===== config.mk =====
export PLATFORM = sky130hd
export DESIGN_NAME = sip_back_flat
export DESIGN_NICKNAME = d
export VERILOG_FILES = /design/src/rtl/assert_macros.svh /design/src/rtl/sip_pkg.sv /design/src/rtl/sip_ifs.sv /design/src/rtl/sip_back.sv /design/src/flat_wrapper.sv
export SDC_FILE = /design/constraint.sdc
export NUM_CORES = 1
export LEC_CHECK = 0
export BUFFER_PORTS_ARGS = -buffer_cell sky130_fd_sc_hd__buf_2
export CORE_ASPECT_RATIO = 1.5
export CORE_UTILIZATION = 47
export CTS_CLUSTER_DIAMETER = 150
export CTS_CLUSTER_SIZE = 12
export DETAILED_ROUTE_END_ITERATION = 8
export GPL_TIMING_DRIVEN = 0
export PLACE_DENSITY_LB_ADDON = 0.2
export SKIP_CTS_REPAIR_TIMING = 1
export SYNTH_ARGS = -nofsm -noshare
export SYNTH_HDL_FRONTEND = slang
export SYNTH_SLANG_ARGS = --single-unit

===== constraint.sdc =====
create_clock -name clk -period 2.9 [get_ports clk]
set_input_delay 0.87 -clock clk [delete_from_list [all_inputs] [get_ports clk]]
set_output_delay 0.87 -clock clk [all_outputs]
set_load 0.005 [all_outputs]

===== src/rtl/assert_macros.svh =====
// Assertion macros for the files that check their own logic.
`ifndef ASSERT_MACROS_SVH
`define ASSERT_MACROS_SVH

// Plain property on clk, ignored while arst_n is low
`define ASSERT_CLK(label, prop, msg) \
	label: assert property (@(posedge clk) disable iff (!arst_n) (prop)) else $error(msg);

// Same-cycle implication on clk
`define ASSERT_IMPL(label, ante, cons, msg) \
	`ASSERT_CLK(label, (ante) |-> (cons), msg)

`endif


===== src/rtl/sip_pkg.sv =====
// Package for the segment intersection block: widths and pipeline payload types.
package sip_pkg;

	// Field widths
	localparam int COORD_W = 24;
	localparam int EPS_W   = 16;
	localparam logic [EPS_W-1:0] EPS_RESET = 16'd1;

	// Derived datapath widths
	localparam int DIFF_W  = COORD_W + 1;       // coordinate difference
	localparam int PROD_W  = 2 * DIFF_W;        // one cross product term
	localparam int NUM_W   = PROD_W + 1;        // denominator and numerators
	localparam int MAG_W   = NUM_W;             // their magnitudes
	localparam int QW      = DIFF_W + EPS_W;    // quotient bits
	localparam int N_W     = MAG_W + DIFF_W;    // dividend |t_numer| * |s|
	localparam int PP_LO_W = (MAG_W + 1) / 2;   // split of |t_numer| for the multiply
	localparam int PP_HI_W = MAG_W - PP_LO_W;
	localparam int PPL_W   = PP_LO_W + DIFF_W;
	localparam int PPH_W   = PP_HI_W + DIFF_W;
	localparam int OFF_W   = QW + 1;            // signed offset along segment one
	localparam int SUM_W   = OFF_W + 1;         // p0 plus offset, before saturation

	// One axis of the restoring divider: partial remainder and dividend/quotient word
	typedef struct packed {
		logic [MAG_W-1:0] rem;
		logic [QW-1:0]    work;
	} lane_t;

	// Payload travelling down the divider stages
	typedef struct packed {
		lane_t                     lx;
		lane_t                     ly;
		logic [MAG_W-1:0]          dm;
		logic                      neg_x;
		logic                      neg_y;
		logic                      hit;
		logic signed [COORD_W-1:0] x0;
		logic signed [COORD_W-1:0] y0;
	} div_t;

endpackage


===== src/rtl/sip_ifs.sv =====


interface sip_result_if import sip_pkg::*; ();
	logic                      valid;
	logic                      ready;
	logic                      hit;
	logic signed [COORD_W-1:0] cross_x;
	logic signed [COORD_W-1:0] cross_y;

	modport source (output valid, hit, cross_x, cross_y, input ready);
	modport sink (input valid, hit, cross_x, cross_y, output ready);
endinterface



===== src/rtl/sip_back.sv =====
// Output stage: signed offset, add to p0, saturate, and the result register.
module sip_back import sip_pkg::*; (
	input  logic        clk,
	input  logic        arst_n,
	input  logic        in_valid,
	output logic        in_ready,
	input  div_t        in_data,
	sip_result_if.source result
);

	localparam logic signed [SUM_W-1:0] SUM_MAX =
		{{(SUM_W-COORD_W+1){1'b0}}, {(COORD_W-1){1'b1}}};
	localparam logic signed [SUM_W-1:0] SUM_MIN = ~SUM_MAX;

	logic                      out_valid_q;
	logic                      hit_q;
	logic signed [COORD_W-1:0] cross_x_q, cross_y_q;

	logic signed [OFF_W-1:0]   qx, qy, offx, offy;
	logic signed [SUM_W-1:0]   sumx, sumy;

	// Clamp to the signed coordinate range
	function automatic logic signed [COORD_W-1:0] sat(input logic signed [SUM_W-1:0] s);
		logic signed [SUM_W-1:0] c;
		if (s > SUM_MAX) begin
			c = SUM_MAX;
		end else if (s < SUM_MIN) begin
			c = SUM_MIN;
		end else begin
			c = s;
		end
		return c[COORD_W-1:0];
	endfunction

	// Quotient with its sign, then p0 plus offset
	assign qx   = OFF_W'(in_data.lx.work);
	assign qy   = OFF_W'(in_data.ly.work);
	assign offx = in_data.neg_x ? -qx : qx;
	assign offy = in_data.neg_y ? -qy : qy;
	assign sumx = SUM_W'(in_data.x0) + SUM_W'(offx);
	assign sumy = SUM_W'(in_data.y0) + SUM_W'(offy);

	assign in_ready       = !out_valid_q || result.ready;
	assign result.valid   = out_valid_q;
	assign result.hit     = hit_q;
	assign result.cross_x = cross_x_q;
	assign result.cross_y = cross_y_q;

	always_ff @(posedge clk or negedge arst_n) begin
		if (!arst_n) begin
			out_valid_q <= 1'b0;
		end else if (in_ready) begin
			out_valid_q <= in_valid;
		end
	end

	// Point is zero when there is no hit
	always_ff @(posedge clk) begin
		if (in_ready) begin
			hit_q     <= in_data.hit;
			cross_x_q <= in_data.hit ? sat(sumx) : '0;
			cross_y_q <= in_data.hit ? sat(sumy) : '0;
		end
	end

endmodule


===== src/flat_wrapper.sv =====
// flat-port wrapper written by rule: the top's interface ports become plain ports
module sip_back_flat import sip_pkg::*;
  (clk, arst_n, in_valid, in_ready, in_data, result_valid, result_hit, result_cross_x, result_cross_y, result_ready);
  sip_result_if result_i ();
  input  logic clk;
  input  logic arst_n;
  input  logic in_valid;
  output logic in_ready;
  input  div_t in_data;
  output wire logic [$bits(result_i.valid)-1:0] result_valid;
  output wire logic [$bits(result_i.hit)-1:0] result_hit;
  output wire logic [$bits(result_i.cross_x)-1:0] result_cross_x;
  output wire logic [$bits(result_i.cross_y)-1:0] result_cross_y;
  input wire logic [$bits(result_i.ready)-1:0] result_ready;
  assign result_valid = result_i.valid;
  assign result_hit = result_i.hit;
  assign result_cross_x = result_i.cross_x;
  assign result_cross_y = result_i.cross_y;
  assign result_i.ready = result_ready;
  sip_back u_core (.clk(clk), .arst_n(arst_n), .in_valid(in_valid), .in_ready(in_ready), .in_data(in_data), .result(result_i));
endmodule

=== Word level (Yosys, flattened, before mapping) ===
Index checks and enable logic that the tools add are counted.
Widths: inputs -> output; s select.

* Muxes and demuxes: 6
* Bitwise logic cells: 1
* Add/sub/neg operators: 4
* Magnitude comparators: 4
* Reduce and logical (&&, ||, !) cells: 4

{| class="wikitable"
|+ Operators with widths
! operator !! count
|-
| $add 24x42->43 || 2
|-
| $gt 43x24->1 const B || 2
|-
| $lt 43x24->1 const B || 2
|-
| $mux 42 || 2
|-
| $neg 41->42 || 2
|-
| $mux 24 || 2
|-
| $mux 23 || 2
|-
| $reduce_or 2->1 || 2
|-
| $logic_not 1->1 || 1
|-
| $logic_or 1x1->1 || 1
|-
| $not 1->1 || 1
|}

* Bits in registers: 50
* Output and inout port bits: 51
* Word-level logic and storage cells: 25

=== Longest topological paths before layout ===
* Word-level depth: 6
* Depth in mapped cells: 25
* Gate-level depth less buffers: 23

=== Least setup slack after synthesis ===
Ideal clock, no wire load.

* Kind: input to register
* Start: input port in_data[201] in the netlist's numbering
* End: register u_core.cross_x_q[0] (netlist: u_core.result.cross_x[0]), data pin
* Path buffers: 2
* Setup time: 0.130 ns
* Arrival time: 6.345 ns
* Stages on the path: 21
* Setup slack: -3.575 ns
* Required time: 2.770 ns
* Cells stage by stage: or4_4 or3_4 or3_1 or4_4 or4_4 o31ai_1 xnor2_1 ha_1 clkbuf_1 a21o_1 o21bai_1 o21ai_0 a21o_1 or3b_2 a21oi_1 o41a_1 xnor2_1 nor2_1 a311oi_1 clkbuf_1 a31o_2

* Cells in the longest elaborated chain, start to end: 6
* Elaborated cells between the ends (all ways): 7
* Classes of those cells: add/sub (2); order compare (2); mux (3)

{| class="wikitable"
|+ RTL lines
! what !! RTL line !! RTL
|-
| start: declaration || flat_wrapper.sv:9 || <nowiki>input div_t in_data;</nowiki>
|-
| $neg 41->42 || sip_back.sv:38 || <nowiki>assign offx = in_data.neg_x ? -qx : qx;</nowiki>
|-
| $mux 42 * || sip_back.sv:38 ||
|-
| $add 24x42->43 * || sip_back.sv:40 || <nowiki>assign sumx = SUM_W'(in_data.x0) + SUM_W'(offx);</nowiki>
|-
| $lt 43x24->1 || sip_back.sv:27 || <nowiki>end else if (s < SUM_MIN) begin</nowiki>
|-
| $mux 24 || sip_back.sv:27 ||
|-
| $mux 23 * || sip_back.sv:25 || <nowiki>if (s > SUM_MAX) begin</nowiki>
|-
| end signal: assignment || sip_back.sv:61 || <nowiki>cross_x_q <= in_data.hit ? sat(sumx) : '0;</nowiki>
|-
| end: declaration || sip_back.sv:17 || <nowiki>logic signed [COORD_W-1:0] cross_x_q, cross_y_q;</nowiki>
|}

Mark *: on every way between the ends. The rest lies on a longest branch, timed or not.
A chain may end at the register's enable or synchronous reset.

=== Worst setup path in the final report ===
* Start: input port in_data[201] in the netlist's numbering
* End: register u_core.cross_x_q[7] (netlist: u_core.result.cross_x[7]), data pin

Same word-level chain as after synthesis.

==> impl_metrics.toml <==
[yosys]
synth_cell_types = 68
synthArstFlopShare = 0.0200
synth_top_area_cell = "edfxtp_1"
synth_top_cells_by_count = "nand2_1 (154), xnor2_1 (117), a21oi_1 (109), o21ai_0 (93), nor2_1 (92)"
yosysSeqAreaShare = 0.161
dominantRegCellSynth = "edfxtp_1"
ys_ff_latch = 50
synth.cell_area_sq_um = 9280
synth.avg_cell_area_sq_um = 7.47
synth_top_cell_area_share = 0.158
yosys-top-cells-area = "edfxtp_1 (16%), ha_1 (12%), xnor2_1 (11%)"
yosysMostFrequentCell = "nand2_1"
synthCells = 1242
synth_warnings = 0
syn-num-nets = 1624
synth-edff-count = 49

[power_and_ir_drop]
seq_power_share = 0.194
power_density_nw_per_um2 = 408
clkPwrFrac = 0.129
internal-power_w = 0.00272
ir_worst_vdd_mv = 0.253
pwr-share-comb = 0.677
swShare = 0.466
leakagePower_nw = 4.94
p_switching_w = 0.00237

[timing]
slew_headroom = 0.193
finalSetupTns_ps = -164630
report.final.slew_viol_count = 0
fin_crit_ps = 6580
fin_crit_sh = 2.27
final_hold_viol_count = 0
whs_ps = 296
rsz0062_at_grt = "yes"
layout_setup_ws_ps = -3680
worst_pin_slew_ps = 1200
setup_viol = 48
finClkSkew_ps = 19.8
fmax_mhz = 152

[cells_and_area]
antenna_cells = 0
nNetsFinal = 1855
final_area_sq_um = 12500
drive_gt1_frac = 0.304
area_growth_pct = 34.1

[place]
portBuffers = 187
postPlaceCellArea_sq_um = 10900
gp_routability_congestion = 0.954
dp_hpwl_um = 26200

[status]
status = "complete, but fails checks"
violations = "setup timing"

[clocking]
cts.clk_slew.worst_paths_ps = 90
cts_buffers = 5
cts_root_buf = "clkbuf_16"
cts_tree = "yes"
cts_buffer_depth = 2
insertion_delay_ps = 330
clock-sinks = 50
cts_max_level = 2

[critical_path]
crit_type = "in2reg"
worst_ep_arrival_time_ps = 6650
cp-end-kind = "flip-flop"
cp.required_ps = 2970
critPathMostFrequentCell = "or4_4"
cp_cell_sequence = "buf_8, or4_4, or3_4, or3_4, or4_4, or4_4, o31ai_4, xnor2_1, ha_2, buf_12, nand4_1, buf_4, nor2_1, and3_1, o211ai_1, o311a_1, o311ai_2, nand4_1, nor4_4, a311oi_4, buf_6, a31o_2"
cp_slowest_cell = "or4_4"
cp-start-kind = "input pin"
crit_start = "in_data[201]"
cpPeakStageDelay_ps = 620
cp_max_fo = 10
regToRegStartpoint = "u_core.result.valid$_DFFE_PN0P_"

[die]
die_y_um = 174
dieArea_sq_um = 20300
ioPinCount = 341
row_count = 62
die_x_um = 117
core_sq_um = 19200
start_util = 0.483

[grt]
grt_pass1_vias = 9907
antenna_found_initial = 0
grt_pass1_wl_um = 48800
grt_util_all_layers = 0.308
grt.overflow.total = 0
grt_max_degree = 52

[detailed_routing]
drcViolationCount = 0
route.final.wire_length_um = 33900
drtPass1Iterations = 7
vias = 10800
ant_nets = 0
drtIter0Drc = 639
wire_per_inst_um = 19.6
avgViaCountPerCell = 6.22

[flow_run]
drv_cap = 0

[worst_hold_path]
hold_path_class = "in2async"
logic make-up (layout without fill, tap and decap cells):
kind of cell	after synthesis	in the layout	share of synthesized area
AOI/OAI and AO/OA	417	417	0.295
xor gates and xnor gates	135	135	0.127
adders and majority gates	92	92	0.126
and+or+nand+nor	462	462	0.252
DFF	50	50	0.161
buffers and inverters	80	312	0.0326
muxes	6	6	0.00647
cell type report:
type                    count  area (sq um)
clock inverters             3          28.8
clock buffers               5           125
well taps                 256           320
repair buffers            227          1330
multi-input cells        1112          8740
flip-flops and latches     50          1500
fillers                  1728          6790
inverters                  32           120
plain buffers              45           293
placed cells by master, fill, tap and decap left out, types with 9 or more instances in the layout:
cell / n
nand2_1: 144
xnor2_1: 105
o21ai_1: 15
o21a_1: 10
o21ai_0: 71
nand4_1: 25
or3_4: 9
nor2_1: 84
xnor2_2: 10
nand2b_1: 17
clkbuf_1: 26
a21oi_1: 96
buf_4: 34
and3_1: 14
buf_6: 16
or4_1: 9
o211ai_1: 34
or4_4: 13
buf_2: 183
a21o_1: 24
inv_1: 31
nand3_1: 18
and2_1: 10
ha_1: 79
o31ai_1: 16
nor3_1: 22
edfxtp_1: 49
a31o_2: 13
xor2_1: 18
a31o_4: 10
flip-flops by register name, indices dropped and copies added (netlist names):
register / flops
u_core.result.cross_x: 24
u_core.result.cross_y: 24
u_core.result.hit: 1
u_core.result.valid: 1
layer usage:
metal / share of wire / global-route usage
met1: 0.38 / 0.332
met2: 0.53 / 0.576
met3: 0.045 / 0.0251
met4: 0.049 / 0.170
met5: 0 / 0
power groups by stage:
| stage | logic [W] | clock network, W | registers, W |
|---|---|---|---|
| finish | 0.00344 | 0.000653 | 0.000988 |
| global route | 0.00371 | 0.000676 | 0.00100 |
| CTS | 0.00284 | 0.000664 | 0.000989 |
| detailed placement | 0.00282 | 0 | 0.00100 |
| global placement | 0.00279 | 0 | 0.00100 |
| floorplan | 0.00199 | 0 | 0.00102 |
worst max-delay path, delay by kind of cell:
kind,cells,cell delay (ps)
AND/OR/NAND/NOR,10,3360
buffers and inverters,4,600
AO/OA/AOI/OAI,6,1360
XOR/XNOR,1,110
adder cells (fa/ha/maj),1,360
path summary, 6_finish.rpt:
check                                                     endpoint  slack, ps  depth (start not counted)
max                         u_core.result.cross_x[7]$_SDFFCE_PN0P_      -3680                         22
min                                u_core.result.valid$_DFFE_PN0P_        300                          1
max reg2reg                u_core.result.cross_x[15]$_SDFFCE_PN0P_       1500                          1
min reg2reg                        u_core.result.valid$_DFFE_PN0P_       1030                          2
max in group asynchronous          u_core.result.valid$_DFFE_PN0P_       2520                          1
min in group clk                   u_core.result.valid$_DFFE_PN0P_        720                          2
metrics by stage:
step / utilization / instances / setup WS [ps] / total power, W
global placement: 0.565 / 1685 / -4290 / 0.00380
floorplan: - / 1242 / -3270 / 0.00301
CTS: 0.573 / 1693 / -4000 / 0.00450
global route: 0.647 / 1730 / -3780 / 0.00539
detailed placement: 0.565 / 1685 / -4300 / 0.00383
finish: 0.647 / 1730 / -3680 / 0.00508
No activity file was read; power rests on OpenSTA's default activity.
