**src/rtl/assert_macros.svh**
```systemverilog
// Assertion macros for the files that check their own logic.
`ifndef ASSERT_MACROS_SVH
`define ASSERT_MACROS_SVH

// Plain property on clk, ignored while arst_n is low
`define ASSERT_CLK(label, prop, msg) \
	label: assert property (@(posedge clk) disable iff (!arst_n) (prop)) else $error(msg);

// Same-cycle implication on clk
`define ASSERT_IMPL(label, ante, cons, msg) \
	`ASSERT_CLK(label, (ante) |-> (cons), msg)

`endif

```
**src/rtl/sip_pkg.sv**
```systemverilog
// Package for the segment intersection block: widths and pipeline payload types.
package sip_pkg;

	// Field widths
	localparam int COORD_W = 24;
	localparam int EPS_W   = 16;
	localparam logic [EPS_W-1:0] EPS_RESET = 16'd1;

	// Derived datapath widths
	localparam int DIFF_W  = COORD_W + 1;       // coordinate difference
	localparam int PROD_W  = 2 * DIFF_W;        // one cross product term
	localparam int NUM_W   = PROD_W + 1;        // denominator and numerators
	localparam int MAG_W   = NUM_W;             // their magnitudes
	localparam int QW      = DIFF_W + EPS_W;    // quotient bits
	localparam int N_W     = MAG_W + DIFF_W;    // dividend |t_numer| * |s|
	localparam int PP_LO_W = (MAG_W + 1) / 2;   // split of |t_numer| for the multiply
	localparam int PP_HI_W = MAG_W - PP_LO_W;
	localparam int PPL_W   = PP_LO_W + DIFF_W;
	localparam int PPH_W   = PP_HI_W + DIFF_W;
	localparam int OFF_W   = QW + 1;            // signed offset along segment one
	localparam int SUM_W   = OFF_W + 1;         // p0 plus offset, before saturation

	// One axis of the restoring divider: partial remainder and dividend/quotient word
	typedef struct packed {
		logic [MAG_W-1:0] rem;
		logic [QW-1:0]    work;
	} lane_t;

	// Payload travelling down the divider stages
	typedef struct packed {
		lane_t                     lx;
		lane_t                     ly;
		logic [MAG_W-1:0]          dm;
		logic                      neg_x;
		logic                      neg_y;
		logic                      hit;
		logic signed [COORD_W-1:0] x0;
		logic signed [COORD_W-1:0] y0;
	} div_t;

endpackage

```
**src/rtl/sip_div_step.sv**
```systemverilog
// One restoring division stage: yields one quotient bit for each axis.
module sip_div_step import sip_pkg::*; (
	input  logic clk,
	input  logic arst_n,
	input  logic in_valid,
	output logic in_ready,
	input  div_t in_data,
	output logic out_valid,
	input  logic out_ready,
	output div_t out_data
);

	logic valid_sd;
	div_t data_sd;
	div_t next_w;

	// Shift in the next dividend bit, subtract the divisor when it fits
	function automatic lane_t step_lane(input lane_t l, input logic [MAG_W-1:0] dm);
		logic [MAG_W:0] trial;
		logic [MAG_W:0] diff;
		logic           ge;
		lane_t          r;
		trial  = {l.rem, l.work[QW-1]};
		diff   = trial - {1'b0, dm};
		ge     = (trial >= {1'b0, dm});
		r.rem  = ge ? diff[MAG_W-1:0] : trial[MAG_W-1:0];
		r.work = {l.work[QW-2:0], ge};
		return r;
	endfunction

	always_comb begin
		next_w    = in_data;
		next_w.lx = step_lane(in_data.lx, in_data.dm);
		next_w.ly = step_lane(in_data.ly, in_data.dm);
	end

	assign in_ready  = !valid_sd || out_ready;
	assign out_valid = valid_sd;
	assign out_data  = data_sd;

	always_ff @(posedge clk or negedge arst_n) begin
		if (!arst_n) begin
			valid_sd <= 1'b0;
		end else if (in_ready) begin
			valid_sd <= in_valid;
		end
	end

	always_ff @(posedge clk) begin
		if (in_ready) begin
			data_sd <= next_w;
		end
	end

endmodule

```
**config.mk**
```make
export PLATFORM = sky130hd
export DESIGN_NAME = sip_div_step
export DESIGN_NICKNAME = d
export VERILOG_FILES = /design/src/rtl/assert_macros.svh /design/src/rtl/sip_pkg.sv /design/src/rtl/sip_div_step.sv
export SDC_FILE = /design/constraint.sdc
export NUM_CORES = 1
export LEC_CHECK = 0
export ABC_AREA = 1
export CORE_AREA = 2 2 225 227
export DETAILED_ROUTE_END_ITERATION = 8
export DIE_AREA = 0 0 227 229
export DONT_BUFFER_PORTS = 1
export SLEW_MARGIN = 20
export SYNTH_ARGS = -nofsm -noshare
export SYNTH_HDL_FRONTEND = slang
export SYNTH_SLANG_ARGS = --single-unit
```
**constraint.sdc**
```tcl
create_clock -name clk -period 11.1 [get_ports clk]
set_clock_uncertainty 0.15 [all_clocks]
set_input_delay 0.555 -clock clk [delete_from_list [all_inputs] [get_ports clk]]
set_output_delay 0.555 -clock clk [all_outputs]
set_load 0.03 [all_outputs]
```
### Word-level counts from Yosys, hierarchy flattened

Cells that the tools add are included.

* $add $sub $neg: 2
* order comparisons: 2
* $mul: 0
* equality and inequality tests: 0
* divide/modulo/power cells: 0
* multiplexer cells: 2
* shift-type cells: 0
* bitwise gates (word level): 0
* reduce and logical (&&, ||, !) cells: 2

Operators by type and width (number)
* $ge 52x51->1: 2
* $mux 51: 2
* $sub 51x51->51: 2
* $logic_not 1->1: 1
* $logic_or 1x1->1: 1

* register bits: 287
* bits in latches: 0
* ROM bits: 0
* logic and storage cells: 19
* output and inout bits: 288
* bits in writable memories: 0
* memories kept: 0

### Logic depth before layout (Yosys ltp)

Gate-level depths: netlist of run 1.

* depth in word-level cells: 2
* depth in mapped cells: 16
* mapped depth without buffers: 16

### Worst setup path before layout of run 1

OpenSTA, ideal clock, no wires.

* path kind: flip-flop to flip-flop
* from: register valid_sd (netlist: out_valid)
* to: register data_sd, in the netlist out_data[0] (enable)
* required time: 8.736 ns
* stages on the path, launching flop included: 2
* path slack: 3.386 ns
* arrival time: 5.350 ns
* period minus slack after synthesis: 7.714 ns
* path buffers: 0
* cell sequence: dfrtp_1 nand2_1

* word-level cells in the longest chain between the ends: 2

RTL lines
* from (decl): line sip_div_step.sv:13 `logic valid_sd;`
* from (signal assigned): line sip_div_step.sv:45 `valid_sd <= in_valid;`
* $logic_not 1->1: line sip_div_step.sv:37 `assign in_ready = !valid_sd || out_ready;`
* $logic_or 1x1->1: line sip_div_step.sv:37
* net in_ready: line sip_div_step.sv:6 `output logic in_ready,`
* to (signal assigned): line sip_div_step.sv:51 `data_sd <= next_w;`
* to (decl): line sip_div_step.sv:14 `div_t data_sd;`

The timed path passes the listed nets, and every way through them passes these cells.
A chain may end at the register's enable or synchronous reset.

==> flow_summary.ini, run 1 <==
[run_status]
run_status = completed

[logic_synthesis]
netlist_top_cells_area = edfxtp_1 44%, nand2_1 19%, inv_1 11%
yosys_warnings = 0
postSynthRegisterBits = 287
synth_fp_nets = 2974
synth_cell_type_count = 34
synth_top_area_share_pct = 44.3
synth.yosys.seq_area_share_pct = 44.5
cell_area_after_synthesis_um2 = 19400
synth_top_area_cell = edfxtp_1
netlist_instances = 2580
synth_area_per_cell_um2 = 7.51

[setup_path]
worst_ep_required_time_ps = 11220
regToRegSetupSlack_ps = 7990
critical_path.endpoint_type = flip-flop
crit_path_start_kind = input port
cp_cell_sequence = inv_1 > ha_1 > nand2_1 > nor2_1 > nand2_1 > nor2_1 > nand4_2 > nand3_4 > o21ai_1
crit_path_max_fanout = 80
reg2regPathDepth = 3
critical_path.max_stage_delay_ps = 1090
timing.rr.end = out_data[96]
worst-endpoint-arrival_ps = 3940
rr_startpoint = out_valid
critPathKind = in2reg
cpMaxStageDelayCell = nand3_4

[clocking]
cts.repair.resized = 0
worst_setup_hold_path_clk_slew_ps = 60
clock_path_buffers = 3
cts_max_level = 2
clock-sinks = 287
cts-hold-fix-buffers = 184
cts_setup_buffers = 0
clk_root_buffer_cell = clkbuf_16
tritoncts = done
skew_pair_late_insertion_delay_ps = 550
cts_inserted_buffers = 35

[pwr]
p_leak_nw = 11.5
cellPowerDensity_nw_per_um2 = 154
ir_drop_uv = 92.0

[layout]
flow.area_growth_from_synthesis_pct = 19.3
design.final.nets = 3173
final_cell_mix = 962 x nand2_1, 568 x inv_1, 286 x edfxtp_1
final_common_cell = nand2_1
drive_above_1_share_pct = 3.78

[floorplanning]
io_pins = 578
fp.coreArea_um2 = 49700
core.rowCount = 82
initial_utilization_pct = 39.0
floorplan.die.height_um = 229
fp.dieArea_um2 = 52000
die_w_um = 227

[sta]
setup_tns_ps = 0
timing.final.setup_violations = 0
timing.final.crit_share_pct = 34.4
rsz0062_at_grt = no
max_freq_mhz = 262
relSlewSlack_pct = 30.7
minimum_period_implied_by_the_final_worst_setup_slack_ps = 3820
post-route-worst-setup-slack_ps = 7280
slew_viol_final = 0
finalHoldViolCount = 0
worst_pin_slew_ps = 1040

[run]
cap_violations = 0

[placed_design]
gp_congestion = 1.02
dp_hpwl_mm = 63.9
placement.io_buffers = 0
post-place-ws_ps = 6750

[global_route]
global_route.overflow_total = 0
grt_util_all_layers_pct = 29.5
antenna_found_initial = 1
pin_count_of_the_biggest_net_entering_global_routing = 81
first_pass_grt_wire_length_mm = 111
vias_in_the_first_global_route = 17100

[routing]
drc = 0
drtPass1Iterations = 5
route.detailed.wl_per_inst_um = 22.5
ant_nets = 0
iter_0_drt_violations = 1136
drt-vias-per-instance = 5.01
dr_total_vias = 17400
route.final.wire_length_mm = 78.4

[worst_hold_path]
min-delay-path-class = in2async
[layout make-up]
| cell class | instances | area [µm²] |
|---|---|---|
| Multi-Input combinational cell | 1687 | 8380 |
| Timing Repair Buffer | 190 | 1890 |
| Antenna cell | 1 | 2.50 |
| Tap cell | 672 | 841 |
| Clock buffer | 39 | 912 |
| Inverter | 578 | 2170 |
| Clock inverter | 24 | 303 |
| Fill cell | 4950 | 26500 |
| Sequential cell | 287 | 8610 |
[metrics by stage]
step	power (W)	instances	utilization [%]	instance area [µm²]	hold slack [ps]
6_report	0.00356	3478	46.5	23100	63.2
5_1_grt	0.00371	3478	46.5	23100	52.5
4_1_cts	0.00358	3477	46.5	23100	39.1
3_5_place_dp	0.00231	3230	40.4	20100	109
3_3_place_gp	0.00231	3230	40.4	20100	109
2_1_floorplan	0.00210	2580	-	19400	109
[per-layer routing]
layer	track usage, %	part of all wire, %	wire length [µm]	vias to the layer above
li1	-	-	-	8471
met1	33.3	38	29800	8170
met2	53.1	50	39100	664
met3	6.58	7.5	5900	134
met4	12.6	4.7	3690	0
met5	0	0	0	-
[synthesized netlist by cell type]
master / n
a21oi_1: 59
a21oi_4: 2
and2_1: 2
buf_1: 2
buf_4: 5
buf_6: 11
clkbuf_1: 10
dfrtp_1: 1
edfxtp_1: 286
fa_1: 2
ha_1: 102
inv_1: 568
inv_2: 10
nand2_1: 963
nand2_2: 2
nand3_1: 109
nand3_4: 2
nand3b_1: 34
nand4_1: 64
nand4_2: 2
nor2_1: 168
nor2_2: 13
nor2_4: 2
nor3_1: 16
nor3_2: 4
nor4_1: 1
nor4_2: 2
o21a_1: 1
o21ai_0: 7
o21ai_1: 56
o21bai_1: 16
or2_1: 2
xnor2_1: 2
xor2_1: 54
[registers in the layout (all words and copies together), names as in the netlist]
signal / cells
out_data: 286
out_valid: 1
[critical path, delay by kind of cell]
kind / cells / cell delay [ps]
simple gates: 6 / 2630
buf+inv: 1 / 90
fa+ha+maj: 1 / 440
compound gates: 1 / 140
[where the power goes]
part / switching, W / internal, W / total [W] / leakage (nW)
registers: 0.000307 / 0.00135 / 0.00166 / 2.90
clock network: 0.000492 / 0.000722 / 0.00121 / 0.592
logic: 0.000453 / 0.000234 / 0.000688 / 8.05
total: 0.00125 / 0.00231 / 0.00356 / 11.5
[logic make-up (layout without fill, tap and decap cells)]
logic type	Yosys count	count (layout)	share of synthesized area, %
compound gates	141	141	3.98
xor+xnor	56	56	2.53
flops	287	287	44.5
other cells	0	1	0
fa+ha+maj	104	104	6.80
simple gates	1386	1386	29.9
buf+inv	606	831	12.3
[worst max-delay path by stage]
stage                            from            end  slack, ps  cells past startpoint
after floorplan             out_valid    out_data[0]       3390                      1
final                     in_data[87]  out_data[164]       7280                      9
after CTS                 in_data[87]  out_data[147]       7340                     10
after global placement    in_data[89]  out_data[163]       6870                     10
after detailed placement  in_data[87]  out_data[164]       6750                      9
after global routing      in_data[87]  out_data[154]       7010                     10
Note: power is estimated with default switching activity, not from simulation.
==> run 2, diff against run 1 <==
clock period = 4 ns   (was 11.1 ns; I/O delays follow)
==> flow_summary.ini, run 2 (synthesis gave the netlist of run 1 again) <==
[clocking]
clk_root_buffer_cell = clkbuf_16
cts_setup_buffers = 0
cts_inserted_buffers = 31
tritoncts = done
clock-sinks = 287
worst_setup_hold_path_clk_slew_ps = 70
cts_max_level = 1
clock_path_buffers = 3
skew_pair_late_insertion_delay_ps = 610

[setup_path]
critical_path.endpoint_type = flip-flop
crit_path_start_kind = input port
crit_path_max_fanout = 52
critPathKind = in2reg
worst_ep_required_time_ps = 4210
worst-endpoint-arrival_ps = 3420

[routing]
route.detailed.wl_per_inst_um = 22.3
route.final.wire_length_mm = 80.0
iter_0_drt_violations = 1310
drtPass1Iterations = 5
dr_total_vias = 18100
drt-vias-per-instance = 5.04
ant_nets = 0
drc = 0

[layout]
drive_above_1_share_pct = 3.44
flow.area_growth_from_synthesis_pct = 24.1
largest_register_ffs = 286
design.final.nets = 3276
final_common_cell = nand2_1
final_cell_mix = 962 x nand2_1, 568 x inv_1, 287 x dlygate4sd3_1

[pwr]
cellPowerDensity_nw_per_um2 = 398
ir_drop_uv = 318
p_leak_nw = 11.9

[floorplanning]
io_pins = 578
die_w_um = 227
core.rowCount = 82
floorplan.die.height_um = 229
initial_utilization_pct = 39.0
fp.dieArea_um2 = 52000
fp.coreArea_um2 = 49700

[placed_design]
dp_hpwl_mm = 63.7
placement.io_buffers = 0
gp_congestion = 1.04
post-place-ws_ps = 672

[global_route]
pin_count_of_the_biggest_net_entering_global_routing = 105
global_route.overflow_total = 0
grt_util_all_layers_pct = 29.9
vias_in_the_first_global_route = 18000
met3_usage_pct = 4.46
gr-usage-met2_pct = 53.9
first_pass_grt_wire_length_mm = 114
grt.busiest_layer = met2
met1_layer_usage_reported_by_global_route_pct = 35.4
antenna_found_initial = 9

[run]
cap_violations = 0

[sta]
timing.final.setup_violations = 0
timing.hold.ws_ps = 24.7
finalHoldViolCount = 0
minimum_period_implied_by_the_final_worst_setup_slack_ps = 3210
relSlewSlack_pct = 49.2
slew_viol_final = 0
worst_pin_slew_ps = 762
rsz0062_at_grt = no
max_freq_mhz = 311
setup_tns_ps = 0
timing.final.crit_share_pct = 80.3
post-route-worst-setup-slack_ps = 786

[run_status]
run_status = completed

[worst_hold_path]
min-delay-path-class = in2reg
[run 2: changes by cell type in the layout (fill, tap and decap cells not counted), moves of 2 or more]
cell,before,now
buf_12,0,4
bufinv_16,5,2
clkbuf_1,3,5
clkbuf_16,36,31
clkinv_1,0,3
clkinv_4,5,3
diode_2,1,7
dlygate4sd3_1,184,287
inv_6,6,4
[run 2: routing by layer]
layer	share of wire [%]	vias to the layer above
met2	50	762
met3	6.8	132
li1	-	8688
met4	4.3	2
met1	39	8485
met5	0.016	-
[run 2: cell type report]
cell class              count  area (µm²)
repair buffers            297        3000
well taps                 672         841
diodes                      7        17.5
clock buffers              36         795
clock inverters            22         211
multi-input cells        1687        8390
inverters                 578        2170
fillers                  4912       25600
flip-flops and latches    287        8610
[run 2: worst paths after layout]
check | startpoint | to | slack [ps] | cells past startpoint
setup reg to reg | out_valid | out_data[11] | 1720 | 2
hold reg to reg | out_valid | out_data[70] | 1250 | 1
setup / recovery | in_data[51] | out_data[238] | 790 | 11
min in group asynchronous | arst_n | out_valid | 260 | 2
hold / removal | in_data[268] | out_data[269] | 20 | 4
max in group asynchronous | arst_n | out_valid | 3310 | 2
[run 2: repair_timing]
action                    4_1_cts  5_1_grt
gates resized for setup         0        0
hold endpoints to repair      286        0
hold buffers                  287        0
[run 2: worst max-delay path, stage by stage]
cell and delay, ps:
dlygate4sd3_1 620, ha_1 260, fa_1 430, nor2_1 150, or2_1 180, nand3_1 90
nand3b_1 210, nand2_2 350, nand3_4 480, buf_12 280, o21ai_1 100
[run 2: metrics by stage]
step / power [W] / utilization, % / area, µm² / cells
after CTS: 0.00957 / 48.4 / 24000 / 3579
final: 0.00956 / 48.4 / 24000 / 3586
after detailed placement: 0.00641 / 40.6 / 20100 / 3234
after floorplan: 0.00580 / - / 19400 / 2580
after global placement: 0.00641 / 40.6 / 20100 / 3234
after global routing: 0.00998 / 48.4 / 24000 / 3583
[run 2: where the power goes]
group | total, W | switching [W] | internal [W]
clock | 0.00291 | 0.00132 | 0.00158
sequential | 0.00460 | 0.000850 | 0.00375
combinational | 0.00205 | 0.00133 | 0.000726
total | 0.00956 | 0.00350 | 0.00606
==> run 3, diff against run 2 <==
clock period = 3 ns   (was 4 ns; I/O delays follow)
==> flow_summary.ini, run 3 (synthesis gave the netlist of run 1 again) <==
[routing]
drc = 0
route.detailed.wl_per_inst_um = 22.4
drtPass1Iterations = 5
iter_0_drt_violations = 1304
route.final.wire_length_mm = 81.0
dr_total_vias = 18100
drt-vias-per-instance = 5.02
ant_nets = 0

[layout]
largest_register_ffs = 286
final_common_cell = nand2_1
final_cell_mix = 962 x nand2_1, 568 x inv_1, 287 x dlygate4sd3_1
flow.area_growth_from_synthesis_pct = 25.5
design_area_um2 = 24300
post-route-util_pct = 49.0
drive_above_1_share_pct = 4.20
num-fill-cells = 4875
design.final.nets = 3300

[global_route]
pin_count_of_the_biggest_net_entering_global_routing = 79
antenna_found_initial = 6
vias_in_the_first_global_route = 18400
grt_util_all_layers_pct = 30.6
first_pass_grt_wire_length_mm = 116
global_route.overflow_total = 0

[placed_design]
placement.io_buffers = 0
dp_hpwl_mm = 64.2
postPlaceCellArea_um2 = 20300
gp_congestion = 1.07

[clocking]
clk_root_buffer_cell = clkbuf_16
clock_path_buffers = 3
cts_setup_buffers = 0
worst_setup_hold_path_clk_slew_ps = 70
cts_max_level = 2
clock-sinks = 287
skew_pair_late_insertion_delay_ps = 550
cts_inserted_buffers = 34
tritoncts = done

[run_status]
run_status = completed

[sta]
timing.hold.ws_ps = 9.31
timing.final.crit_share_pct = 91.4
minimum_period_implied_by_the_final_worst_setup_slack_ps = 2740
max_freq_mhz = 365
slew_viol_final = 0
setup_tns_ps = 0
rsz0062_at_grt = no
worst_pin_slew_ps = 612
finalHoldViolCount = 0
relSlewSlack_pct = 59.3
timing.final.setup_violations = 0

[setup_path]
worstSetupPathDepth = 12
crit_family = simple AND/OR/NAND/NOR gates
critPathKind = in2reg
crit_path_start_kind = input port
critical_path_buf_inv_count = 2
crit_path_max_fanout = 10
cpMaxStageDelayCell = dlygate4sd3_1
worst-endpoint-arrival_ps = 2990
cp_cell_sequence = dlygate4sd3_1 > ha_1 > fa_1 > nor2_1 > or2_1 > nand3_1 > nand3b_1 > nand2_2 > nand3_4 > buf_4 > nand3_1 > nand2_1
critical_path.max_stage_delay_ps = 620
timing.rr.end = out_data[267]
regToRegSetupSlack_ps = 910
rr_startpoint = out_valid
critical_path.endpoint_type = flip-flop
path_common_cell = nand3_1
reg2regPathDepth = 2
worst_ep_required_time_ps = 3250

[run]
cap_violations = 0

[worst_hold_path]
hold_path_sink = out_data[172]
hold_wc_startpoint = in_data[171]
worst_hold_path.num_cells = 4
min-delay-path-class = in2reg

[pwr]
internal-power_w = 0.00835
p_leak_nw = 12.1
p_switching_w = 0.00468
cellPowerDensity_nw_per_um2 = 536
pwr-share-seq_pct = 47.1
combPwrFrac_pct = 21.2
switching_fraction_pct = 35.9
report.power.total_w = 0.0130
ir_drop_uv = 385
clock_power_share_pct = 31.7

[floorplanning]
fp.dieArea_um2 = 52000
die_w_um = 227
fp.coreArea_um2 = 49700
core.rowCount = 82
floorplan.die.height_um = 229
initial_utilization_pct = 39.0
io_pins = 578
## run 3: cell count changes in the layout (fill, tap and decap cells not counted), sizes merged
cell,before,now
clkbuf,36,43
inv,584,583
buf,10,31
clkinvlp,3,1
diode,7,8
## run 3: how the worst max path moves through the flow
stage	startpoint	end	slack, ps
2_1_floorplan	out_valid	out_data[0]	690
3_3_place_gp	in_data[99]	out_data[244]	270
3_5_place_dp	in_data[99]	out_data[256]	270
4_1_cts	in_data[51]	out_data[184]	330
5_1_grt	in_data[249]	out_data[242]	190
6_report	in_data[51]	out_data[184]	260
## run 3: area by class of cell
| cell class | instances | area (µm²) | area share, % |
|---|---|---|---|
| Multi-Input combinational cell | 1687 | 8390 | 34.5 |
| Antenna cell | 8 | 20.0 | 0.0824 |
| Inverter | 578 | 2170 | 8.92 |
| Clock inverter | 19 | 188 | 0.772 |
| Timing Repair Buffer | 318 | 3180 | 13.1 |
| Clock buffer | 43 | 905 | 3.72 |
| Sequential cell | 287 | 8610 | 35.4 |
| Tap cell | 672 | 841 | 3.46 |
## run 3: power groups by stage
stage	Combinational, W	Sequential (W)	Clock [W]
final	0.00276	0.00614	0.00413
after global routing	0.00307	0.00616	0.00438
after CTS	0.00273	0.00614	0.00419
after detailed placement	0.00237	0.00621	0
after global placement	0.00236	0.00622	0
after floorplan	0.00168	0.00604	0
## run 3: per-stage QoR
step | std cells | setup WS, ps
floorplan | 2580 | 691
global placement | 3255 | 268
detailed placement | 3255 | 266
CTS | 3604 | 333
global route | 3608 | 195
finish | 3612 | 259
## run 3: tightest hold or removal path, cell delays in order
cell     delay [ps]
ha_1            180
xor2_1          100
nand2_1          60
nand2_1          50
## run 3: metal layers
metal	global-route usage, %	vias up	routed length (µm)	share of wire (%)
met1	35.8	8445	31500	39
li1	-	8739	-	-
met5	0	-	0	0
met3	5.13	163	5420	6.7
met4	14.7	0	4300	5.3
met2	54.1	796	39800	49
## run 3: what timing repair did
action | 4_1_cts | 5_1_grt
hold buffers | 287 | 0
hold endpoints to repair | 286 | 0
gates resized for setup | 0 | 0
